--- src/hw/rtl/dfr_pkg.sv ---
`timescale 1ns / 1ps
`default_nettype none

package dfr_pkg;

    // width of the payload count and of a store address
    localparam int CNT_W = 6;

    // framing characters
    localparam logic [7:0] START_MARK = 8'h40;
    localparam logic [7:0] CHECK_MARK = 8'h7E;

    // digit decode constants
    localparam logic [7:0] DIGIT_LIMIT     = 8'd58;
    localparam logic [7:0] DIGIT_OFS_NUM   = 8'd48;
    localparam logic [7:0] DIGIT_OFS_ALPHA = 8'd55;
    localparam int         HIGH_SHIFT      = 4;

    // command queue between parser and emitter
    localparam int Q_DEPTH = 4;
    localparam int Q_PTR_W = 2;

    typedef enum logic [1:0] {
        PH_IDLE,
        PH_PAYLOAD,
        PH_HIGH,
        PH_LOW
    } t_phase;

    typedef enum logic [1:0] {
        BK_IDLE,
        BK_FETCH,
        BK_OUT
    } t_back_state;

    typedef enum logic {
        CMD_WRITE,
        CMD_EMIT
    } t_cmd_kind;

    // count is the store address for a write, the run length for an emit
    typedef struct packed {
        t_cmd_kind        kind;
        logic             ok;
        logic [7:0]       data;
        logic [CNT_W-1:0] count;
    } t_cmd;

    typedef struct packed {
        logic empty;
        logic full;
    } t_q_status;

    // byte read as signed: below 58 (or negative) is a numeric digit
    function automatic logic [7:0] decode_digit(input logic [7:0] b);
        logic [7:0] d;
        if (b[7] || (b < DIGIT_LIMIT)) begin
            d = b - DIGIT_OFS_NUM;
        end else begin
            d = b - DIGIT_OFS_ALPHA;
        end
        return d;
    endfunction

endpackage

`default_nettype wire

--- src/hw/rtl/dfr_front.sv ---
`timescale 1ns / 1ps
`default_nettype none

module dfr_front
    import dfr_pkg::*;
#(
    parameter int PAYLOAD_SLOTS = 64
) (
    input  wire logic       i_clk,
    input  wire logic       i_rst_n,
    input  wire logic       i_valid,
    output logic            o_stall,
    input  wire logic [7:0] i_rx_byte,
    input  wire t_q_status  i_q_status,
    output logic            o_push,
    output t_cmd            o_cmd
);

    localparam logic [CNT_W-1:0] STORE_DEPTH = CNT_W'(PAYLOAD_SLOTS - 1);

    t_phase           r_phase, n_phase;
    logic [CNT_W-1:0] r_count, n_count;
    logic [7:0]       r_xor, n_xor;
    logic [7:0]       r_high, n_high;
    logic             w_accept;
    logic             w_is_start;
    logic             w_is_check;
    logic             w_overflow;
    logic [7:0]       w_sum;

    // any beat may need a queue slot, so hold off while the queue is full
    assign o_stall    = i_q_status.full;
    assign w_accept   = i_valid && !i_q_status.full;
    assign w_is_start = (i_rx_byte == START_MARK);
    assign w_is_check = (i_rx_byte == CHECK_MARK);
    assign w_overflow = (r_count >= STORE_DEPTH);
    assign w_sum      = (r_high << HIGH_SHIFT) + decode_digit(i_rx_byte);

    // phase next state
    always_comb begin
        n_phase = r_phase;
        if (w_accept) begin
            if (w_is_start) begin
                n_phase = PH_PAYLOAD;
            end else if (w_is_check) begin
                if (r_phase == PH_PAYLOAD) begin
                    n_phase = PH_HIGH;
                end
            end else begin
                case (r_phase)
                    PH_PAYLOAD: begin
                        if (w_overflow) begin
                            n_phase = PH_IDLE;
                        end
                    end
                    PH_HIGH: n_phase = PH_LOW;
                    PH_LOW:  n_phase = PH_IDLE;
                    default: n_phase = r_phase;
                endcase
            end
        end
    end

    // datapath and command generation
    always_comb begin
        n_count = r_count;
        n_xor   = r_xor;
        n_high  = r_high;
        o_push  = 1'b0;
        o_cmd   = '{kind: CMD_WRITE, ok: 1'b0, data: i_rx_byte, count: r_count};
        if (w_accept) begin
            if (w_is_start) begin
                n_count = '0;
                n_xor   = '0;
            end else if (!w_is_check) begin
                case (r_phase)
                    PH_PAYLOAD: begin
                        if (!w_overflow) begin
                            o_push  = 1'b1;
                            n_count = r_count + CNT_W'(1);
                            n_xor   = r_xor ^ i_rx_byte;
                        end
                    end
                    PH_HIGH: begin
                        n_high = decode_digit(i_rx_byte);
                    end
                    PH_LOW: begin
                        n_high       = w_sum;
                        o_push       = 1'b1;
                        o_cmd.kind   = CMD_EMIT;
                        o_cmd.ok     = (w_sum == r_xor);
                        o_cmd.data   = '0;
                    end
                    default: begin
                        o_push = 1'b0;
                    end
                endcase
            end
        end
    end

    always_ff @(posedge i_clk) begin
        if (!i_rst_n) begin
            r_phase <= PH_IDLE;
            r_count <= '0;
            r_xor   <= '0;
            r_high  <= '0;
        end else begin
            r_phase <= n_phase;
            r_count <= n_count;
            r_xor   <= n_xor;
            r_high  <= n_high;
        end
    end

endmodule

`default_nettype wire

--- src/hw/rtl/dfr_queue.sv ---
`timescale 1ns / 1ps
`default_nettype none

module dfr_queue
    import dfr_pkg::*;
(
    input  wire logic i_clk,
    input  wire logic i_rst_n,
    input  wire logic i_push,
    input  wire t_cmd i_cmd,
    input  wire logic i_pop,
    output t_cmd      o_cmd,
    output t_q_status o_status
);

    t_cmd               r_slot [Q_DEPTH];
    logic [Q_PTR_W-1:0] r_wr_ptr, n_wr_ptr;
    logic [Q_PTR_W-1:0] r_rd_ptr, n_rd_ptr;
    logic [Q_PTR_W:0]   r_fill, n_fill;

    assign o_cmd           = r_slot[r_rd_ptr];
    assign o_status.empty  = (r_fill == '0);
    assign o_status.full   = (r_fill == (Q_PTR_W + 1)'(Q_DEPTH));

    // pointer and fill update
    always_comb begin
        n_wr_ptr = r_wr_ptr;
        n_rd_ptr = r_rd_ptr;
        n_fill   = r_fill;
        if (i_push) begin
            n_wr_ptr = r_wr_ptr + Q_PTR_W'(1);
        end
        if (i_pop) begin
            n_rd_ptr = r_rd_ptr + Q_PTR_W'(1);
        end
        if (i_push && !i_pop) begin
            n_fill = r_fill + (Q_PTR_W + 1)'(1);
        end else if (i_pop && !i_push) begin
            n_fill = r_fill - (Q_PTR_W + 1)'(1);
        end
    end

    always_ff @(posedge i_clk) begin
        if (!i_rst_n) begin
            r_wr_ptr <= '0;
            r_rd_ptr <= '0;
            r_fill   <= '0;
        end else begin
            r_wr_ptr <= n_wr_ptr;
            r_rd_ptr <= n_rd_ptr;
            r_fill   <= n_fill;
        end
    end

    // slot storage
    always_ff @(posedge i_clk) begin
        if (i_push) begin
            r_slot[r_wr_ptr] <= i_cmd;
        end
    end

endmodule

`default_nettype wire

--- src/hw/rtl/dfr_back.sv ---
`timescale 1ns / 1ps
`default_nettype none

module dfr_back
    import dfr_pkg::*;
#(
    parameter int PAYLOAD_SLOTS = 64
) (
    input  wire logic       i_clk,
    input  wire logic       i_rst_n,
    input  wire t_cmd       i_cmd,
    input  wire t_q_status  i_q_status,
    output logic            o_pop,
    output logic            o_valid,
    input  wire logic       i_stall,
    output logic            o_checksum_ok,
    output logic            o_has_byte,
    output logic [7:0]      o_payload_byte,
    output logic            o_last
);

    localparam int STORE_DEPTH = PAYLOAD_SLOTS - 1;
    localparam int IDX_W       = (STORE_DEPTH > 1) ? $clog2(STORE_DEPTH) : 1;

    logic [7:0]       r_mem [STORE_DEPTH];
    logic [7:0]       r_rd_data;
    t_back_state      r_state, n_state;
    logic [CNT_W-1:0] r_idx, n_idx;
    logic [CNT_W-1:0] r_count, n_count;
    logic             r_ok, n_ok;
    logic             r_has_byte, n_has_byte;
    logic             w_write;
    logic             w_emit;
    logic             w_last;

    assign o_pop   = (r_state == BK_IDLE) && !i_q_status.empty;
    assign w_write = o_pop && (i_cmd.kind == CMD_WRITE);
    assign w_emit  = o_pop && (i_cmd.kind == CMD_EMIT);
    assign w_last  = !r_has_byte || ((r_idx + CNT_W'(1)) == r_count);

    // emitter next state
    always_comb begin
        n_state = r_state;
        case (r_state)
            BK_IDLE: begin
                if (w_emit) begin
                    n_state = (i_cmd.count == '0) ? BK_OUT : BK_FETCH;
                end
            end
            BK_FETCH: n_state = BK_OUT;
            BK_OUT: begin
                if (!i_stall) begin
                    n_state = w_last ? BK_IDLE : BK_FETCH;
                end
            end
            default: n_state = BK_IDLE;
        endcase
    end

    // run bookkeeping and result outputs
    always_comb begin
        n_idx      = r_idx;
        n_count    = r_count;
        n_ok       = r_ok;
        n_has_byte = r_has_byte;
        case (r_state)
            BK_IDLE: begin
                if (w_emit) begin
                    n_idx      = '0;
                    n_count    = i_cmd.count;
                    n_ok       = i_cmd.ok;
                    n_has_byte = (i_cmd.count != '0);
                end
            end
            BK_OUT: begin
                if (!i_stall && !w_last) begin
                    n_idx = r_idx + CNT_W'(1);
                end
            end
            default: begin
                n_idx = r_idx;
            end
        endcase
    end

    assign o_valid        = (r_state == BK_OUT);
    assign o_checksum_ok  = r_ok;
    assign o_has_byte     = r_has_byte;
    assign o_payload_byte = r_has_byte ? r_rd_data : 8'h00;
    assign o_last         = w_last;

    always_ff @(posedge i_clk) begin
        if (!i_rst_n) begin
            r_state    <= BK_IDLE;
            r_idx      <= '0;
            r_count    <= '0;
            r_ok       <= 1'b0;
            r_has_byte <= 1'b0;
        end else begin
            r_state    <= n_state;
            r_idx      <= n_idx;
            r_count    <= n_count;
            r_ok       <= n_ok;
            r_has_byte <= n_has_byte;
        end
    end

    // payload store, one write and one registered read per cycle
    always_ff @(posedge i_clk) begin
        if (w_write) begin
            r_mem[i_cmd.count[IDX_W-1:0]] <= i_cmd.data;
        end
        r_rd_data <= r_mem[r_idx[IDX_W-1:0]];
    end

endmodule

`default_nettype wire

--- src/hw/rtl/xor_checked_frame_deframer.sv ---
// Frame parser for '@' payload '~' H L frames with an XOR checksum.
// Input channel: one received byte per beat (i_valid, o_stall, i_rx_byte).
// A parser classifies each byte, keeps the running XOR and count, and posts
// store writes and end-of-frame commands into a 4-entry queue. It takes a
// byte every cycle while the queue has room; o_stall rises when it is full.
// An emitter drains the queue, moving each stored byte into the payload store
// while idle, and for each completed frame gives a run of results, one per
// payload byte (or a single result with o_has_byte low for an empty payload),
// each flagged with o_checksum_ok and o_last on the final one. Each result
// with a byte needs a store read, then the output beat, as the payload store
// has a single read port. After the beat with the second digit, the command
// passes through the queue and a store read (none for an empty payload) before
// the first result is shown. An overflowed frame yields no results.
// When the receiver stalls the current result holds; the queue keeps
// absorbing bytes until it fills, then the input side stalls too.
// Reset (synchronous, active low) returns to waiting for a start character
// and empties the queue; the store itself is not cleared.
`timescale 1ns / 1ps
`default_nettype none

module xor_checked_frame_deframer
    import dfr_pkg::*;
#(
    parameter int PAYLOAD_SLOTS = 64
) (
    input  wire logic       i_clk,
    input  wire logic       i_rst_n,
    input  wire logic       i_valid,
    output logic            o_stall,
    input  wire logic [7:0] i_rx_byte,
    output logic            o_valid,
    input  wire logic       i_stall,
    output logic            o_checksum_ok,
    output logic            o_has_byte,
    output logic [7:0]      o_payload_byte,
    output logic            o_last
);

    t_q_status w_q_status;
    logic      w_push;
    logic      w_pop;
    t_cmd      w_push_cmd;
    t_cmd      w_head_cmd;

    dfr_front #(
        .PAYLOAD_SLOTS(PAYLOAD_SLOTS)
    ) u_front (
        .i_clk     (i_clk),
        .i_rst_n   (i_rst_n),
        .i_valid   (i_valid),
        .o_stall   (o_stall),
        .i_rx_byte (i_rx_byte),
        .i_q_status(w_q_status),
        .o_push    (w_push),
        .o_cmd     (w_push_cmd)
    );

    dfr_queue u_queue (
        .i_clk   (i_clk),
        .i_rst_n (i_rst_n),
        .i_push  (w_push),
        .i_cmd   (w_push_cmd),
        .i_pop   (w_pop),
        .o_cmd   (w_head_cmd),
        .o_status(w_q_status)
    );

    dfr_back #(
        .PAYLOAD_SLOTS(PAYLOAD_SLOTS)
    ) u_back (
        .i_clk         (i_clk),
        .i_rst_n       (i_rst_n),
        .i_cmd         (w_head_cmd),
        .i_q_status    (w_q_status),
        .o_pop         (w_pop),
        .o_valid       (o_valid),
        .i_stall       (i_stall),
        .o_checksum_ok (o_checksum_ok),
        .o_has_byte    (o_has_byte),
        .o_payload_byte(o_payload_byte),
        .o_last        (o_last)
    );

    // parser never posts into a full queue
    a_no_push_when_full: assert property (
        @(posedge i_clk) disable iff (!i_rst_n)
        !(w_push && w_q_status.full)
    ) else $error("command pushed into full queue");

    // an empty-payload result is a single beat with a zero byte
    a_empty_run_shape: assert property (
        @(posedge i_clk) disable iff (!i_rst_n)
        (o_valid && !o_has_byte) |-> (o_last && (o_payload_byte == 8'h00))
    ) else $error("empty-payload result malformed");

    // inside a run, each byte needs a store read before the next beat
    a_run_refetch: assert property (
        @(posedge i_clk) disable iff (!i_rst_n)
        (o_valid && !i_stall && !o_last) |=> !o_valid
    ) else $error("result shown without a store read");

endmodule

`default_nettype wire

--- config.mk ---
export PLATFORM = sky130hd
export DESIGN_NAME = xor_checked_frame_deframer
export DESIGN_NICKNAME = d
export VERILOG_FILES = /design/src/hw/rtl/dfr_pkg.sv /design/src/hw/rtl/dfr_front.sv /design/src/hw/rtl/dfr_queue.sv /design/src/hw/rtl/dfr_back.sv /design/src/hw/rtl/xor_checked_frame_deframer.sv
export SDC_FILE = /design/constraint.sdc
export NUM_CORES = 1
export LEC_CHECK = 0
export BUFFER_PORTS_ARGS = -buffer_cell sky130_fd_sc_hd__buf_2
export CAP_MARGIN = 25
export CORE_MARGIN = 3
export CORE_UTILIZATION = 55
export CTS_CLUSTER_SIZE = 28
export DETAILED_ROUTE_END_ITERATION = 6
export GPL_TIMING_DRIVEN = 0
export PLACE_DENSITY = 0.71
export SLEW_MARGIN = 25
export SYNTH_ARGS = -nofsm -noshare
export SYNTH_HDL_FRONTEND = slang
export SYNTH_HIERARCHICAL = 1
export SYNTH_SLANG_ARGS = --single-unit
--- constraint.sdc ---
create_clock -name i_clk -period 4.7 [get_ports i_clk]
set_input_delay 0 -clock i_clk [delete_from_list [all_inputs] [get_ports i_clk]]
set_output_delay 0 -clock i_clk [all_outputs]
set_load 0.01 [all_outputs]
# After elaboration in Yosys (flattened, before gate mapping)
# Memories as Yosys holds them, arrays and structs flattened. A register that Yosys moved wholly into a read port is not among the register bits.
# Index checks and enable logic that the tools add are counted.
[totals]
regBits = 43
ramBits = 568
inputBits = 12
out_inout_bits = 13
wordCells = 118
memories = 2
[memory_table]
columns = ["name", "words", "word_bits", "rd", "rd_ports_with_merged_regs", "wr", "line_no", "rtl"]
rows = [
  ["u_back.r_mem", 63, 8, 1, 1, 1, "dfr_back.sv:25", "logic [7:0] r_mem [STORE_DEPTH];"],
  ["u_queue.r_slot", 4, 16, 1, 1, 1, "dfr_queue.sv:16", "t_cmd r_slot [Q_DEPTH];"],
]
[classes]
addsub = 9
n_lt_le_gt_ge = 2
eq_ne = 17
mux = 41
bitwise_logic = 4
n_reduce_logical = 31
[op_table]
columns = ["cell", "count"]
rows = [
  ["two-way mux 8 bit", 6],
  ["two-way mux 10 bit", 4],
  ["two-way mux 6 bit", 6],
  ["two-way mux 2 bit", 9],
  ["== test 8 x 7 -> 1 bit, second input constant", 2],
  ["subtractor 8 x 6 -> 8 bit, second input constant", 2],
  ["adder 6 x 1 -> 6 bit, second input constant", 2],
  ["one-hot mux 2 bit (3 select lines)", 2],
  ["one-hot mux 6 bit (2 select lines)", 1],
  ["AND reduction 4 bit", 3],
  ["two-way mux 1 bit", 9],
  ["adder 8 bit", 1],
  ["== test 8 bit", 1],
  ["< comparator 8 x 6 -> 1 bit, second input constant", 1],
  ["inequality test 2 x 1 -> 1 bit, second input constant", 4],
  ["one-hot mux 4 bit (2 select lines)", 1],
  ["nonzero test 2 bit", 4],
  ["XOR 8 bit", 1],
  ["logical AND 1 bit", 7],
  ["logical NOT 1 bit", 7],
  ["== test 2 bit, second input constant", 3],
  ["== test 6 bit", 1],
  [">= comparator 6 bit, second input constant", 1],
  ["logical NOT 6 bit", 1],
  ["other kinds (18)", 25],
]

# Longest topological paths before layout
[depth]
ltp_word = 10
depth_mapped = 12
depth_no_buf = 12

# By module
# Netlist, hierarchy kept.
[by_module_without_submodules]
columns = ["module", "instances", "cells_per_inst", "area_each_um2", "seq_area_each_um2"]
rows = [
  ["dfr_back", 1, 1039, 20772.4, 15615.0],
  ["dfr_queue", 1, 127, 2791.4, 2102.0],
  ["dfr_front", 1, 196, 1556.5, 400.4],
]

# Worst setup path after synthesis
# OpenSTA, ideal clock, no wires.
[synth_timing]
path_type = "register -> register"
start = "reg (tool-made name)"
end = "mem u_back.r_mem[0][0], enable pin"
setup_time_ns = 0.395
arrival_ns = 2.943
t_required_ns = 4.305
setup_slack_ns = 1.362
path_stages_with_launch = 9
n_path_buf = 4
synth_period_minus_slack_ns = 3.338
path_cell_list = "dfxtp_1 -> buf_6 -> buf_12 -> mux4_2 -> clkbuf_1 -> or3_1 -> clkbuf_1 -> or3_1 -> nor4_1"
[synth_rtl]
columns = ["element", "line_no"]
rows = [
  ["end: declaration", "dfr_back.sv:25"],
]

==> impl_results.md <==
- Layout area overhead: 12.00%
- Commonest non-fill, non-tap cell in the layout: edfxtp_1
- Fin Setup TNS: 0 ns
- Final hold vios: 0
- Mapped cell area: 0.02512 mm2
- Layout cell share with drive strength beyond 1: 21.16%
- Commonest cells after routing, fill and taps aside: edfxtp_1 (568), mux4_2 (129), nor2_1 (86), clkbuf_16 (62), nand2_1 (58)
- Post-route ant nets: 0
- Ys async rst share: 0%
- DP Area: 0.02601 mm2
- CTS tree: yes
- Netlist cell types: 69
- Die Wd: 219.7 um
- H-tree depth: 2
- Overflow after GRT: 0
- Seq/Total Area, Yosys: 72.12%
- Setup Crit Path Kind: reg -> reg
- Number of global-route vias before repair: 13190
- DRT Wirelength: 58260 um
- Arr. time, crit path: 4.05 ns
- TritonCTS Buffers: 60
- Element type at the critical path start: flip-flop
- Crit-path max FO: 8
- Gpl congestion: 0.8726
- Status: finished clean
- Fin area: 0.02813 mm2
- Pwr dens: 450.9 mW/mm2
- Multiplexer share of the synthesized area: 14.88%
- Max Cap Viol: 0
- Synth Instances: 1362
- Largest family of logic cells by synthesized area: multiplexers
- # resized after CTS: 0
- Yosys warns: 6
- Average vias per placed instance: 6.364
- Adder-cell share of the synthesized area: 0.9065%
- Syn_nets: 1391
- Global-route wire length before repair: 86330 um
- Ant diodes: 0
- Initial DRC Count: 1582
- Switch share: 23.43%
- Clock sink total: 621
- Hold Path Class: in -> reg
- Die Footprint: 0.04827 mm2
- Clock Latency Late Sink: 0.62 ns
- IO buf count: 23
- Static leakage: 0.008856 uW
- Starting Density: 56.19%
- Die Y: 219.7 um
- Setup repair after global routing missed its margin: no
- Simple-gate portion of the synthesized area: 4.951%
- Period Utilization, post-route: 81.35%
- Seq cells post-synth: 621
- Worst-Margin Slew: 1.062 ns
- Core ar.: 0.04470 mm2
- Final #Nets: 1490
- Initial antenna violation count: 0
- Post-synth top flop: edfxtp_1
- Gate power share: 10.1%
- Num rows: 77
- Compound-Gate Fraction of Synth Area: 4.079%
- Number of flops mapped to enable cells by yosys: 568
- Sw power: 2972 uW
- Largest net degree at the start of global routing: 64
- Clock skew: 0.02681 ns
- Critical path required time: 4.93 ns
- Setup Viol. Count Final: 0
- Int Pwr: 9714 uW
- Vias: 13390
- Clock slew at reported path FFs: 0.06 ns
- Total Routing Usage GR: 24.80%
- Max VDD drop: 0.3151 mV
- DRC Markers: 0
- DR pass1 iterations: 6
- CTS max path bufs: 3
- Max-slew violations: 0
- Reg power frac: 52.2%
- Max Fclk: 0.2615 GHz
- Per-cell routed wire length: 27.69 um
- DPL Wire Length: 36710 um
- XOR/XNOR share of the synthesized area: 0.9962%
- Min cycle time layout: 3.824 ns
- Endpoint class of the critical path: flip-flop
- Slew headroom: 29.23%
- Num ports: 25
- Clock root cell: clkbuf_16
- Synth Area per Inst: 18.44 um2
- Power share of the clock group: 37.7%
==> metal layers <==
layer	up-vias	global-route usage (%)	wire length [um]
met1	6936	33.92	22830
met4	0	10.43	2467
li1	5699	-	-
met2	615	39.74	28130
met5	-	0	0
met3	140	4.744	4825
==> kinds of logic after synthesis <==
family / after synthesis
simple gates: 255
compound gates: 160
fa+ha+maj: 17
mux: 187
xor+xnor: 27
buf+inv: 95
flops: 621
==> repair_timing <==
| action | 4_1_cts | 5_1_grt |
|---|---|---|
| hold buffers | 13 | 0 |
| hold endpoints to repair | 46 | 0 |
| buffers inserted | 0 | 0 |
==> area by class of cell <==
| class | count | area [um2] |
|---|---|---|
| buffer | 74 | 441.7 |
| sequential | 621 | 18120 |
| multi-input combinational | 646 | 6521 |
| clock buffer | 79 | 1645 |
| timing repair buffer | 37 | 250.2 |
| tap | 592 | 740.7 |
| clock inverter | 34 | 339.1 |
| fill | 3109 | 16570 |
| inverter | 21 | 78.83 |
==> power by group through the flow <==
| stage | sequential (uW) | combinational (uW) | clock, uW |
|---|---|---|---|
| 2_1_floorplan | 6720 | 776 | 0 |
| 3_3_place_gp | 6750 | 1190 | 0 |
| 3_5_place_dp | 6750 | 1260 | 0 |
| 4_1_cts | 6630 | 1270 | 4880 |
| 5_1_grt | 6630 | 1380 | 5110 |
| 6_report | 6630 | 1280 | 4780 |
==> synthesized netlist by cell type (all sizes together), types with 5 or more instances <==
master / n / area [um2]
nor2: 86 / 322.8
xnor2: 12 / 105.1
nor3: 7 / 35.03
dfxtp: 53 / 1061
edfxtp: 568 / 17060
o31ai: 5 / 42.54
ha: 15 / 187.7
nor2b: 10 / 62.56
nand3b: 6 / 45.04
o22ai: 9 / 56.30
mux4: 146 / 3322
inv: 21 / 78.82
buf: 51 / 354.1
o211ai: 5 / 37.54
nor4: 6 / 52.55
a21oi: 41 / 205.2
mux2i: 37 / 370.4
nand3: 25 / 125.1
and2: 22 / 137.6
or3: 16 / 100.1
nand2: 58 / 217.7
a31oi: 8 / 50.05
xor2: 14 / 122.6
a211oi: 7 / 52.55
clkbuf: 23 / 86.33
o21ai: 45 / 225.2
==> registers in the layout (all words and copies together), names as in the netlist, 3 cells and up, named ones only <==
signal and cells:
u_queue/r_slot 64, u_back/r_idx 6, u_front/r_count 6, u_back/r_rd_data 8, u_back/r_count 6, u_back/r_mem 504, u_queue/r_fill 3, u_front/r_xor 8
u_front/r_high 4
==> worst max-delay path, stage by stage, from the launching register on <==
cell and delay, ns:
dfxtp_1 0.32, buf_6 0.15, mux4_1 0.64, nor3b_1 0.59
nand3_1 0.73, nor2_1 1.01
==> path summary, 6_finish.rpt <==
path / slack (ns) / depth (start not counted) / start / to
max: 0.88 / 5 / flip-flop / u_back/r_mem[7][4]$_DFFE_PP_
min: 0.37 / 3 / i_rst_n / u_back/r_state[1]$_SDFFE_PN0P_
max reg2reg: 0.88 / 5 / flip-flop / u_back/r_mem[7][4]$_DFFE_PP_
min reg2reg: 0.48 / 2 / u_back/r_count[0]$_SDFFE_PN0P_ / u_back/r_count[0]$_SDFFE_PN0P_
==> metrics by stage <==
step | setup slack [ns] | std cells | power, uW | hold WS (ns) | util [%]
finish | 0.8763 | 2104 | 12690 | 0.3742 | 62.94
global route | 0.6979 | 2104 | 13120 | 0.3950 | 62.94
CTS | 1.027 | 2104 | 12780 | 0.3508 | 62.92
detailed placement | 1.007 | 1978 | 8009 | 0.4316 | 58.19
global placement | 0.3395 | 1977 | 7938 | 0.4115 | 58.11
floorplan | 1.362 | 1362 | 7497 | 0.1217 | -
Note: power is estimated with default switching activity, not from simulation.
